===== src/hw/rtl/scb_pkg.sv =====
// Types and character constants shared by the comment blanker modules.
package scb_pkg;

  localparam logic [7:0] CH_HASH   = 8'h23;
  localparam logic [7:0] CH_SEMI   = 8'h3B;
  localparam logic [7:0] CH_SLASH  = 8'h2F;
  localparam logic [7:0] CH_STAR   = 8'h2A;
  localparam logic [7:0] CH_BSLASH = 8'h5C;
  localparam logic [7:0] CH_DQUOTE = 8'h22;
  localparam logic [7:0] CH_SQUOTE = 8'h27;
  localparam logic [7:0] CH_NL     = 8'h0A;
  localparam logic [7:0] CH_SPACE  = 8'h20;

  localparam logic [1:0] MODE_C      = 2'd0;
  localparam logic [1:0] MODE_PYTHON = 2'd1;
  localparam logic [1:0] MODE_ASM    = 2'd2;

  typedef struct packed {
    logic [7:0] text_byte;
    logic       end_of_text;
  } in_item_t;

  typedef struct packed {
    logic [7:0] out_byte;
    logic       last_of_run;
  } out_item_t;

  typedef struct packed {
    logic [1:0] language_mode;
  } cfg_item_t;

  typedef struct packed {
    logic inside_string;
    logic quote_is_single;
    logic escape_pending;
    logic inside_block_comment;
    logic inside_line_comment;
    logic char_held;
  } scb_state_t;

  // Results produced by one item, in order; cnt is 0, 1 or 2.
  typedef struct packed {
    logic [1:0]           cnt;
    out_item_t [1:0]      res;
  } scb_push_t;

endpackage


===== src/hw/rtl/scb_chan_if.sv =====
// Valid/ready channel carrying one item of payload type T.
interface scb_chan_if #(
  parameter type T = logic
);
  logic valid;
  logic ready;
  T     data;

  modport source (output valid, output data, input ready);
  modport sink   (input valid, input data, output ready);
endinterface


===== src/hw/rtl/scb_step.sv =====
// Scanner state and the per-item blanking logic.
module scb_step (
  input  logic              clk_i,
  input  logic              rst_ni,
  input  logic [1:0]        mode_i,
  input  logic              fire_i,
  input  scb_pkg::in_item_t item_i,
  output scb_pkg::scb_push_t push_o
);
  import scb_pkg::*;

  typedef struct packed {
    logic       emit;
    logic [7:0] out;
    scb_state_t st;
  } fresh_t;

  scb_state_t state_q, state_d;
  logic [1:0] n;
  out_item_t [1:0] res;

  // Handle a byte that does not complete a held opener or closer.
  function automatic fresh_t handle_fresh(input logic [7:0] c, input logic [1:0] mode,
                                          input scb_state_t s);
    fresh_t r;
    r.st   = s;
    r.emit = 1'b1;
    r.out  = c;
    if (s.escape_pending) begin
      r.st.escape_pending = 1'b0;
    end else if (s.inside_string) begin
      if (c == CH_BSLASH) begin
        r.st.escape_pending = 1'b1;
      end else if (c == (s.quote_is_single ? CH_SQUOTE : CH_DQUOTE)) begin
        r.st.inside_string = 1'b0;
      end
    end else if (s.inside_line_comment) begin
      if (c == CH_NL) begin
        r.st.inside_line_comment = 1'b0;
      end else begin
        r.out = CH_SPACE;
      end
    end else if (s.inside_block_comment) begin
      if (c == CH_STAR) begin
        r.st.char_held = 1'b1;
        r.emit = 1'b0;
      end else begin
        r.out = (c == CH_NL) ? CH_NL : CH_SPACE;
      end
    end else if (c == CH_DQUOTE || c == CH_SQUOTE) begin
      r.st.inside_string   = 1'b1;
      r.st.quote_is_single = (c == CH_SQUOTE);
    end else begin
      case (mode)
        MODE_PYTHON: begin
          if (c == CH_HASH) begin
            r.st.inside_line_comment = 1'b1;
            r.out = CH_SPACE;
          end
        end
        MODE_ASM: begin
          if (c == CH_SEMI || c == CH_HASH) begin
            r.st.inside_line_comment = 1'b1;
            r.out = CH_SPACE;
          end
        end
        default: begin
          if (c == CH_SLASH) begin
            r.st.char_held = 1'b1;
            r.emit = 1'b0;
          end
        end
      endcase
    end
    return r;
  endfunction

  always_comb begin
    fresh_t     f;
    logic       do_fresh;
    logic [7:0] c;
    c        = item_i.text_byte;
    state_d  = state_q;
    n        = 2'd0;
    res      = '0;
    do_fresh = 1'b1;
    f        = '0;

    // Resolve a held slash or star against this byte.
    if (state_q.char_held) begin
      state_d.char_held = 1'b0;
      if (state_q.inside_block_comment) begin
        res[0].out_byte = CH_SPACE;
        n = 2'd1;
        if (c == CH_SLASH) begin
          res[1].out_byte = CH_SPACE;
          n = 2'd2;
          state_d.inside_block_comment = 1'b0;
          do_fresh = 1'b0;
        end
      end else if (c == CH_STAR || c == CH_SLASH) begin
        res[0].out_byte = CH_SPACE;
        res[1].out_byte = CH_SPACE;
        n = 2'd2;
        state_d.inside_block_comment = (c == CH_STAR);
        state_d.inside_line_comment  = (c == CH_SLASH);
        do_fresh = 1'b0;
      end else begin
        res[0].out_byte = CH_SLASH;
        n = 2'd1;
      end
    end

    if (do_fresh) begin
      f = handle_fresh(c, mode_i, state_d);
      state_d = f.st;
      if (f.emit) begin
        res[n[0]].out_byte = f.out;
        n = n + 2'd1;
      end
    end

    // Flush a held byte on the final byte of the text.
    if (item_i.end_of_text && state_d.char_held) begin
      state_d.char_held = 1'b0;
      res[n[0]].out_byte = state_d.inside_block_comment ? CH_SPACE : CH_SLASH;
      n = n + 2'd1;
    end

    if (n == 2'd1) res[0].last_of_run = 1'b1;
    if (n == 2'd2) res[1].last_of_run = 1'b1;

    push_o.cnt = fire_i ? n : 2'd0;
    push_o.res = res;
  end

  always_ff @(posedge clk_i or negedge rst_ni) begin
    if (!rst_ni) begin
      state_q <= '0;
    end else if (fire_i) begin
      state_q <= state_d;
    end
  end

  assert property (@(posedge clk_i) disable iff (!rst_ni)
    state_q.char_held |-> !state_q.inside_string && !state_q.inside_line_comment)
    else $error("held byte inside a string or line comment");

  assert property (@(posedge clk_i) disable iff (!rst_ni)
    state_q.escape_pending |-> state_q.inside_string)
    else $error("escape pending outside a string");

  assert property (@(posedge clk_i) disable iff (!rst_ni)
    (fire_i && item_i.end_of_text) |=> !state_q.char_held)
    else $error("held byte survived the end of text");

endmodule


===== src/hw/rtl/scb_out_buf.sv =====
// Three-entry result queue that takes up to two results a cycle.
module scb_out_buf (
  input  logic                clk_i,
  input  logic                rst_ni,
  input  scb_pkg::scb_push_t  push_i,
  output logic                space_o,
  scb_chan_if.source          out_chan
);
  import scb_pkg::*;

  localparam int Depth = 3;
  localparam int CntW  = $clog2(Depth + 1);

  out_item_t [Depth-1:0] ent_q, ent_d;
  logic [CntW-1:0]       cnt_q, cnt_d, cnt_after, idx;
  logic                  pop;

  assign pop            = out_chan.valid && out_chan.ready;
  assign out_chan.valid = (cnt_q != '0);
  assign out_chan.data  = ent_q[0];
  // Room for a full pair whatever the sink does this cycle.
  assign space_o        = (cnt_q <= CntW'(Depth - 2));

  always_comb begin
    cnt_after = cnt_q - CntW'(pop);
    ent_d     = ent_q;
    idx       = '0;
    if (pop) begin
      for (int k = 0; k < Depth - 1; k++) begin
        ent_d[k] = ent_q[k+1];
      end
    end
    for (int k = 0; k < Depth; k++) begin
      idx = CntW'(k) - cnt_after;
      if (CntW'(k) >= cnt_after && idx < CntW'(push_i.cnt)) begin
        ent_d[k] = push_i.res[idx[0]];
      end
    end
    cnt_d = cnt_after + CntW'(push_i.cnt);
  end

  always_ff @(posedge clk_i or negedge rst_ni) begin
    if (!rst_ni) begin
      cnt_q <= '0;
    end else begin
      cnt_q <= cnt_d;
    end
  end

  always_ff @(posedge clk_i) begin
    ent_q <= ent_d;
  end

  assert property (@(posedge clk_i) disable iff (!rst_ni)
    cnt_q <= CntW'(Depth))
    else $error("result queue overfilled");

  assert property (@(posedge clk_i) disable iff (!rst_ni)
    (push_i.cnt != 2'd0) |-> (cnt_q <= CntW'(Depth - 2)))
    else $error("results pushed without room for a pair");

  assert property (@(posedge clk_i) disable iff (!rst_ni)
    (push_i.cnt == 2'd2) |-> push_i.res[1].last_of_run && !push_i.res[0].last_of_run)
    else $error("last flag misplaced in a pair");

  assert property (@(posedge clk_i) disable iff (!rst_ni)
    1'b1 |=> cnt_q == $past(cnt_q) + CntW'($past(push_i.cnt)) - CntW'($past(pop)))
    else $error("queue count out of step");

endmodule


===== src/hw/rtl/source_comment_blanker.sv =====
// An item waits in input register in_q until the result queue has room for a pair, then its
// results go into the queue. Throughput: one byte per cycle while it has room; items that give
// two results stall the input, as the three-entry queue drains at most one result per cycle.
// Reset (rst_ni low, asynchronous): scanner flags, held byte and queues cleared, mode set to C.
// Configuration writes are always taken and apply to the next item scanned.
module source_comment_blanker (
  input  logic       clk_i,
  input  logic       rst_ni,
  scb_chan_if.sink   cfg_chan,
  scb_chan_if.sink   in_chan,
  scb_chan_if.source out_chan
);
  import scb_pkg::*;

  logic [1:0] mode_q;
  logic       in_vld_q;
  in_item_t   in_q;
  logic       space;
  logic       step_fire;
  scb_push_t  push;

  assign cfg_chan.ready = 1'b1;

  assign step_fire     = in_vld_q && space;
  assign in_chan.ready = !in_vld_q || step_fire;

  always_ff @(posedge clk_i or negedge rst_ni) begin
    if (!rst_ni) begin
      mode_q <= MODE_C;
    end else if (cfg_chan.valid) begin
      mode_q <= cfg_chan.data.language_mode;
    end
  end

  always_ff @(posedge clk_i or negedge rst_ni) begin
    if (!rst_ni) begin
      in_vld_q <= 1'b0;
    end else if (in_chan.valid && in_chan.ready) begin
      in_vld_q <= 1'b1;
    end else if (step_fire) begin
      in_vld_q <= 1'b0;
    end
  end

  always_ff @(posedge clk_i) begin
    if (in_chan.valid && in_chan.ready) begin
      in_q <= in_chan.data;
    end
  end

  scb_step u_step (
    .clk_i  (clk_i),
    .rst_ni (rst_ni),
    .mode_i (mode_q),
    .fire_i (step_fire),
    .item_i (in_q),
    .push_o (push)
  );

  scb_out_buf u_out_buf (
    .clk_i    (clk_i),
    .rst_ni   (rst_ni),
    .push_i   (push),
    .space_o  (space),
    .out_chan (out_chan)
  );

  assert property (@(posedge clk_i) disable iff (!rst_ni)
    (step_fire && in_q.end_of_text) |-> (push.cnt != 2'd0))
    else $error("final byte of text gave no result");

  assert property (@(posedge clk_i) disable iff (!rst_ni)
    (in_vld_q && !space) |=> in_vld_q && $stable(in_q))
    else $error("stalled item lost from the input register");

  assert property (@(posedge clk_i) disable iff (!rst_ni)
    (in_chan.valid && in_chan.ready) |=> in_vld_q)
    else $error("accepted item not captured");

endmodule


===== src/flat_wrapper.sv =====
// flat-port wrapper written by rule: the top's interface ports become plain ports
module source_comment_blanker_flat import scb_pkg::*;
  (clk_i, rst_ni, cfg_chan_valid, cfg_chan_data, cfg_chan_ready, in_chan_valid, in_chan_data, in_chan_ready, out_chan_valid, out_chan_data, out_chan_ready);
  scb_chan_if #(.T(cfg_item_t)) cfg_chan_i ();
  scb_chan_if #(.T(in_item_t)) in_chan_i ();
  scb_chan_if #(.T(out_item_t)) out_chan_i ();
  input  logic clk_i;
  input  logic rst_ni;
  input wire logic [$bits(cfg_chan_i.valid)-1:0] cfg_chan_valid;
  input wire logic [$bits(cfg_chan_i.data)-1:0] cfg_chan_data;
  output wire logic [$bits(cfg_chan_i.ready)-1:0] cfg_chan_ready;
  input wire logic [$bits(in_chan_i.valid)-1:0] in_chan_valid;
  input wire logic [$bits(in_chan_i.data)-1:0] in_chan_data;
  output wire logic [$bits(in_chan_i.ready)-1:0] in_chan_ready;
  output wire logic [$bits(out_chan_i.valid)-1:0] out_chan_valid;
  output wire logic [$bits(out_chan_i.data)-1:0] out_chan_data;
  input wire logic [$bits(out_chan_i.ready)-1:0] out_chan_ready;
  assign cfg_chan_i.valid = cfg_chan_valid;
  assign cfg_chan_i.data = cfg_chan_data;
  assign cfg_chan_ready = cfg_chan_i.ready;
  assign in_chan_i.valid = in_chan_valid;
  assign in_chan_i.data = in_chan_data;
  assign in_chan_ready = in_chan_i.ready;
  assign out_chan_valid = out_chan_i.valid;
  assign out_chan_data = out_chan_i.data;
  assign out_chan_i.ready = out_chan_ready;
  source_comment_blanker u_core (.clk_i(clk_i), .rst_ni(rst_ni), .cfg_chan(cfg_chan_i), .in_chan(in_chan_i), .out_chan(out_chan_i));
endmodule

===== config.mk =====
export PLATFORM = sky130hd
export DESIGN_NAME = source_comment_blanker_flat
export DESIGN_NICKNAME = d
export VERILOG_FILES = /design/src/hw/rtl/scb_pkg.sv /design/src/hw/rtl/scb_chan_if.sv /design/src/hw/rtl/scb_step.sv /design/src/hw/rtl/scb_out_buf.sv /design/src/hw/rtl/source_comment_blanker.sv /design/src/flat_wrapper.sv
export SDC_FILE = /design/constraint.sdc
export NUM_CORES = 1
export LEC_CHECK = 0
export ABC_AREA = 1
export BUFFER_PORTS_ARGS = -buffer_cell sky130_fd_sc_hd__buf_2
export CAP_MARGIN = 10
export CORE_MARGIN = 2
export CORE_UTILIZATION = 45
export CTS_BUF_LIST = sky130_fd_sc_hd__clkbuf_8
export DETAILED_ROUTE_END_ITERATION = 12
export PLACE_DENSITY_LB_ADDON = 0.3
export SETUP_SLACK_MARGIN = 0.15
export SLEW_MARGIN = 20
export SYNTH_ARGS = -nofsm -noshare
export SYNTH_HDL_FRONTEND = slang
export SYNTH_SLANG_ARGS = --single-unit

===== constraint.sdc =====
create_clock -name clk_i -period 3.1 [get_ports clk_i]
set_clock_uncertainty 0.15 [all_clocks]
set_input_delay 0.62 -clock clk_i [delete_from_list [all_inputs] [get_ports clk_i]]
set_output_delay 0.62 -clock clk_i [all_outputs]
set_load 0.02 [all_outputs]

Yosys cells after proc, flatten, opt, wreduce, memory -nomap -nowiden
Index checks and enable logic that the tools add are counted.
{"block": "totals", "reg_bits": 47, "in_bits": 16, "out_inout_bits": 12}
{"block": "op_classes", "reduce_logical": 22, "n_eq_ne": 18, "n_mux": 88, "magnitude_cmp": 14, "n_addsub": 7}
{"op": "$mux W9", "count": 13}
{"op": "$mux W18", "count": 4}
{"op": "$mux W8", "count": 9}
{"op": "$eq A8 B6 Y1 const B", "count": 6}
{"op": "$bwmux W18", "count": 2}
{"op": "$mux W2", "count": 16}
{"op": "$mux W1", "count": 31}
{"op": "$mux W11", "count": 2}
{"op": "$demux W9 S1", "count": 2}
{"op": "$mux W6", "count": 3}
{"op": "$pmux W8 S2", "count": 1}
{"op": "$lt A1 B2 Y1 const B", "count": 5}
{"op": "$logic_and A1 B1 Y1", "count": 9}
{"op": "$eq A8 B4 Y1 const B", "count": 1}
{"op": "$eq A8 B6 Y1", "count": 1}
{"op": "$eq A8 B7 Y1 const B", "count": 1}
{"op": "$mux W4", "count": 2}
{"op": "$ne A2 B2 Y1 const B", "count": 4}
{"op": "$reduce_bool A2 Y1", "count": 4}
{"op": "$reduce_and A7 Y1", "count": 1}
{"op": "$lt A2 B2 Y1", "count": 3}
{"op": "$mux W3", "count": 2}
{"op": "$add A2 B1 Y2 const B", "count": 2}
{"op": "$eq A2 B1 Y1 const B", "count": 2}
{"op": "16 further kinds", "count": 23}

Logic depth before layout (Yosys ltp)
{"block": "depth", "ltp_word": 22, "mapped_depth": 20, "ltp_nobuf": 20}

Hierarchy
From an unflattened synthesis, not the netlist that was laid out.
{"block": "hier_totals", "hier_cells": 391, "hier_area_um2": 3139.3}
{"mod": "scb_out_buf", "area_each_um2": 1721.7, "cells_per_inst": 184, "n_inst": 1}
{"mod": "scb_step", "area_each_um2": 1008.5, "cells_per_inst": 180, "n_inst": 1}
{"mod": "source_comment_blanker", "area_each_um2": 409.1, "cells_per_inst": 27, "n_inst": 1}

Worst setup path after synthesis
No wires, ideal clock.
{"block": "synth_timing", "path_type": "register to register", "start": "reg u_core.u_out_buf.cnt_q[1]", "end": "reg u_core.u_out_buf.ent_q[10] (netlist bit), enable pin", "slack_ns": -0.159, "n_path_buf": 3, "stages_incl_launch_ff": 14, "required_ns": 2.639, "arrival_time_ns": 2.798, "path_cell_list": "dfrtp_1 > inv_1 > nand2_1 > nand2_1 > inv_1 > ha_1 > buf_2 > inv_1 > clkbuf_1 > ha_1 > or2_2 > nand3_1 > clkbuf_1 > nand2_1"}
{"block": "synth_between", "elab_chain_len": 7, "word_cells_on_any_way": 11}
{"element": "start, declared", "line_no": "scb_out_buf.sv:15", "source": "logic [CntW-1:0] cnt_q, cnt_d, cnt_after, idx;"}
{"element": "start signal, assigned", "line_no": "scb_out_buf.sv:46", "source": "cnt_q <= cnt_d;"}
{"element": "$reduce_bool A2 Y1 (*)", "line_no": "scb_out_buf.sv:19", "source": "assign out_chan.valid = (cnt_q != '0);"}
{"element": "named net out_chan_valid", "line_no": "flat_wrapper.sv:15", "source": "output wire logic [$bits(out_chan_i.valid)-1:0] out_chan_valid;"}
{"element": "$logic_and A1 B1 Y1 (*)", "line_no": "scb_out_buf.sv:18", "source": "assign pop = out_chan.valid && out_chan.ready;"}
{"element": "$sub A2 B1 Y2", "line_no": "scb_out_buf.sv:25", "source": "cnt_after = cnt_q - CntW'(pop);"}
{"element": "$sub A1 B2 Y2", "line_no": "scb_out_buf.sv:34", "source": "idx = CntW'(k) - cnt_after;"}
{"element": "$lt A2 B2 Y1", "line_no": "scb_out_buf.sv:35", "source": "if (CntW'(k) >= cnt_after && idx < CntW'(push_i.cnt)) begin"}
{"element": "$logic_and A1 B1 Y1", "line_no": "scb_out_buf.sv:35"}
{"element": "$reduce_bool A2 Y1 (no source line) (*)"}
{"element": "end signal, assigned", "line_no": "scb_out_buf.sv:51", "source": "ent_q <= ent_d;"}
{"element": "end, declared", "line_no": "scb_out_buf.sv:14", "source": "out_item_t [Depth-1:0] ent_q, ent_d;"}
Mark *: on every way through the listed nets, which the timed path passes. The rest lies on a longest branch.
A chain may end at the register's enable or synchronous reset.

Worst setup path after layout
{"block": "layout_timing", "start": "reg u_core.in_q[1] (netlist bit)", "end": "reg u_core.u_out_buf.ent_q[22] (netlist bit), enable pin"}
{"block": "layout_between", "elab_chain_len": 17, "word_cells_on_any_way": 44}
{"element": "start, declared", "line_no": "source_comment_blanker.sv:17", "source": "in_item_t in_q;"}
{"element": "start signal, assigned", "line_no": "source_comment_blanker.sv:47", "source": "in_q <= in_chan.data;"}
{"element": "$eq A8 B6 Y1, on equally long branches"}
{"element": "$logic_or A1 B1 Y1", "line_no": "scb_step.sv:101", "source": "end else if (c == CH_STAR || c == CH_SLASH) begin"}
{"element": "$mux W2", "line_no": "scb_step.sv:101"}
{"element": "$mux W1", "line_no": "scb_step.sv:92", "source": "if (state_q.inside_block_comment) begin"}
{"element": "$mux W3", "line_no": "scb_step.sv:90", "source": "if (state_q.char_held) begin"}
{"element": "$mux W9", "line_no": "scb_step.sv:43", "source": "end else if (s.inside_block_comment) begin"}
{"element": "$mux W1", "line_no": "scb_step.sv:37", "source": "end else if (s.inside_line_comment) begin"}
{"element": "$mux W9", "line_no": "scb_step.sv:31", "source": "end else if (s.inside_string) begin"}
{"element": "$mux W11", "line_no": "scb_step.sv:29", "source": "if (s.escape_pending) begin"}
{"element": "$mux W11", "line_no": "scb_step.sv:114", "source": "if (do_fresh) begin"}
{"element": "$mux W2", "line_no": "scb_step.sv:117", "source": "if (f.emit) begin"}
{"element": "$mux W2", "line_no": "scb_step.sv:114"}
{"element": "$add A2 B1 Y2", "line_no": "scb_step.sv:127", "source": "n = n + 2'd1;"}
{"element": "$mux W2 (*)", "line_no": "scb_step.sv:124", "source": "if (item_i.end_of_text && state_d.char_held) begin"}
{"element": "$mux W2 (*)", "line_no": "scb_step.sv:133", "source": "push_o.cnt = fire_i ? n : 2'd0;"}
{"element": "$lt A2 B2 Y1 (*)", "line_no": "scb_out_buf.sv:35"}
{"element": "$logic_and A1 B1 Y1 (*)", "line_no": "scb_out_buf.sv:35"}
Mark *: on every way between the ends. The rest lies on a longest branch, timed or not. The select of a mux whose other input is x is not followed.

==> summary.txt <==
Routing
  – WL/cell: 13.7 um
  – DRC errors left: 0
  – Vias: 2599
  – Final wirelength: 6980 um
  – DRT Pass-1 Iters: 4
  – Via density: 5.12
  – Final ANT Viol Nets: 0
  – DRT iter0 DRCs: 171

Yosys
  – Syn_area_per_cell: 8.18 um2
  – Ys Warns: 0
  – Ranking of synthesized cells by area: edfxtp_1 (35%), nand2_1 (15%), dfrtp_1 (9.0%)
  – Mapped Nets: 402
  – EDFF count, synth: 36
  – Post-Synthesis Cell Area: approximately 0.0031 mm2
  – Top cell type's share of synthesized area: between 30% and 40%
  – Mapped Cells: 376
  – Largest area contributor in the netlist: edfxtp_1
  – Synth Flop Type: edfxtp_1
  – Yosys reg bits: 47
  – Unique masters post-synth: 36
  – Sequential share of the synthesized area: 44.1%
  – Async set or reset register ratio after synthesis: 23.4%

Power and ir drop
  – Pint: between 2000 and 2500 uW
  – Reg power frac: ~31%
  – Switching share of power: 42.1%
  – Sw power: 1560 uW
  – VDD IR-drop max: 0.000367 V
  – Combinational share of power: between 50% and 60%
  – PD cells: 964 mW/mm2
  – LEAKAGE: 0.00177 uW
  – Clock power frac: 12.6%

STA
  – RSZ-0062 raised after global routing: true
  – Fin. Hold Viols: 0
  – Tcrit/Tclk final: a little over nine tenths
  – Final Setup Violations: 0
  – Max-slew violation count: 0
  – Post-route minimum period: 2.99 ns
  – Post-layout worst setup margin: 0.111 ns
  – Worst hold margin: 0.00914 ns
  – Fmax: 335 MHz

Global route
  – Number of global-route vias before repair: 2453
  – Largest net degree at the start of global routing: 26
  – GRT overflow: 0
  – First-pass GRT wire length: 10900 um
  – Initial antenna violation count: 0
  – Total Routing Usage GR: 18.4%

Clock tree
  – Longest Clk Path Bufs: 2
  – Worst skew pair latency: 0.31 ns
  – Total CTS buffers: 5
  – Clk slew on worst S/H paths: 0.09 ns
  – CTS Hold Buffers Added: 0
  – CTS tree: built
  – Clock sink count: 47
  – Htree depth: 2
  – CTS root buffer: clkbuf_8

Floorplan
  – Initial Util: 45.8%
  – I/O pins: 28
  – Die area: around 0.0075 mm2
  – Num rows: 30
  – Core area: 0.00672 mm2
  – Die Y: 86.7 um
  – Die X: 86.7 um

Setup path
  – CP Data Required Time: 2.99 ns
  – Crit Path Category: reg2reg
  – Crit-path max FO: 5
  – Critical Path Start Type: flop
  – Worst EP arrival: 2.88 ns
  – Worst Setup End Kind: flop

Placement
  – Placed cell areas: 0.00334 mm2
  – # port buffers: 26
  – Place WS: -0.0403 ns
  – RD Place Congestion: approximately 0.94
  – Post-DP HPWL: 5000 um

Layout
  – Most frequent cells in the layout: nand2_1 (113), edfxtp_1 (36), buf_4 (29)
  – Share of post-route cells with drive strength above 1: 34.3%
  – ANT cells: 0
  – # fillers: 602
  – Final instance area: 0.00384 mm2
  – Fin nets: 453
  – Area growth, synth to finish: 24.9%
  – Util after Layout: 57.1%
  – Most common cell after layout, fill and taps aside: nand2_1

Flow run
  – Max_cap viols: 0

Outcome
  – Status: finished, final reports clean

Worst hold path
  – Worst hold path class: in2async
[power by group through the flow]
| stage | registers [uW] | logic, uW | clock network, uW |
|---|---|---|---|
| finish | 1150 | 2080 | 467 |
| global placement | 1160 | 1590 | 0 |
| CTS | 1150 | 1720 | 473 |
| floorplan | 1140 | 1250 | 0 |
| global route | 1170 | 2300 | 501 |
| detailed placement | 1160 | 1640 | 0 |
[stage by stage]
| step | TNS (ns) | power [uW] | std cells |
|---|---|---|---|
| after floorplan | 0 | 2390 | 376 |
| after global placement | 0 | 2750 | 481 |
| after detailed placement | -0.123 | 2800 | 481 |
| after CTS | 0 | 3340 | 495 |
| after global routing | -0.210 | 3970 | 508 |
| final | 0 | 3700 | 508 |
[registers in the layout, summed over array words and instances (netlist names)]
signal                          count
u_core.u_step.state_q               6
u_core.in_vld_q                     1
u_core.in_q                         9
u_core.mode_q                       2
u_core.u_out_buf.ent_q             18
u_core.u_out_buf.cnt_q              2
u_core.u_out_buf.out_chan.data      9
[routing by layer]
layer | GRT usage, % | wire length (um) | vias to the layer above
met5 | 0 | 0 | -
met3 | 3.33 | 263 | 11
met4 | 5.68 | 125 | 0
met1 | 21.6 | 2870 | 1199
li1 | - | - | 1326
met2 | 33.9 | 3730 | 63
[area by class of cell]
class | count | area, um2 | area share, %
multi-input cells | 277 | 1720 | 44.7
flip-flops and latches | 47 | 1360 | 35.3
repair buffers | 58 | 404 | 10.5
inverters | 38 | 146 | 3.81
well taps | 80 | 100 | 2.61
clock buffers | 5 | 68.8 | 1.79
clock inverters | 3 | 46.3 | 1.21
[cells by family (layout without fill, tap and decap cells)]
| logic type | count (synthesis) | after routing | synth area share, % |
|---|---|---|---|
| adder cells (fa/ha/maj) | 10 | 10 | 4.07 |
| other | 1 | 1 | 0.122 |
| AND/OR/NAND/NOR | 218 | 219 | 34.5 |
| AO/OA/AOI/OAI | 46 | 46 | 9.04 |
| XOR/XNOR | 1 | 1 | 0.285 |
| buffers and inverters | 53 | 104 | 7.85 |
| flip-flops | 47 | 47 | 44.1 |
[timing repair]
item	CTS	global route
hold endpoints to repair	0	0
gates resized for setup	10	44
setup buffers	5	12
setup endpoints to repair	45	45
gates cloned	1	1
pin swaps	3	19
[worst paths after layout]
path                                                start                                end  slack [ns]  cells after the start
worst max register to register             u_core.in_q[1]         u_core.u_out_buf.ent_q[22]        0.11                     16
max in group asynchronous                          rst_ni          u_core.u_out_buf.cnt_q[1]        2.59                      1
min in group clk_i                        in_chan_data[4]                     u_core.in_q[4]        0.33                      1
worst max-delay path                       u_core.in_q[1]         u_core.u_out_buf.ent_q[22]        0.11                     16
worst min register to register  u_core.u_out_buf.ent_q[9]  u_core.u_out_buf.out_chan.data[0]        0.37                      2
worst min-delay path                               rst_ni           u_core.u_step.state_q[5]       0.009                      1
[synth_stat cells (all sizes together) (4+ instances only)]
library cell,instances
inv,37
edfxtp,36
ha,10
or2,4
nand2,143
o21ai,28
buf,12
dfrtp,11
nor3,4
nand3,29
nand4,6
a21oi,13
nor2,32
[critical path, cell delays in order (launching register included)]
cell	delay [ns]
edfxtp_1	0.46
inv_2	0.12
nand2_4	0.06
nor2_4	0.20
nand3_4	0.13
nand2_4	0.11
nand3_4	0.09
nor2_4	0.18
nand4_2	0.12
nand2_1	0.09
inv_2	0.05
nand2_4	0.09
nand2_4	0.08
ha_4	0.17
or2_4	0.23
a21oi_4	0.20
clkbuf_16	0.18
Note: power is estimated with default switching activity, not from simulation.
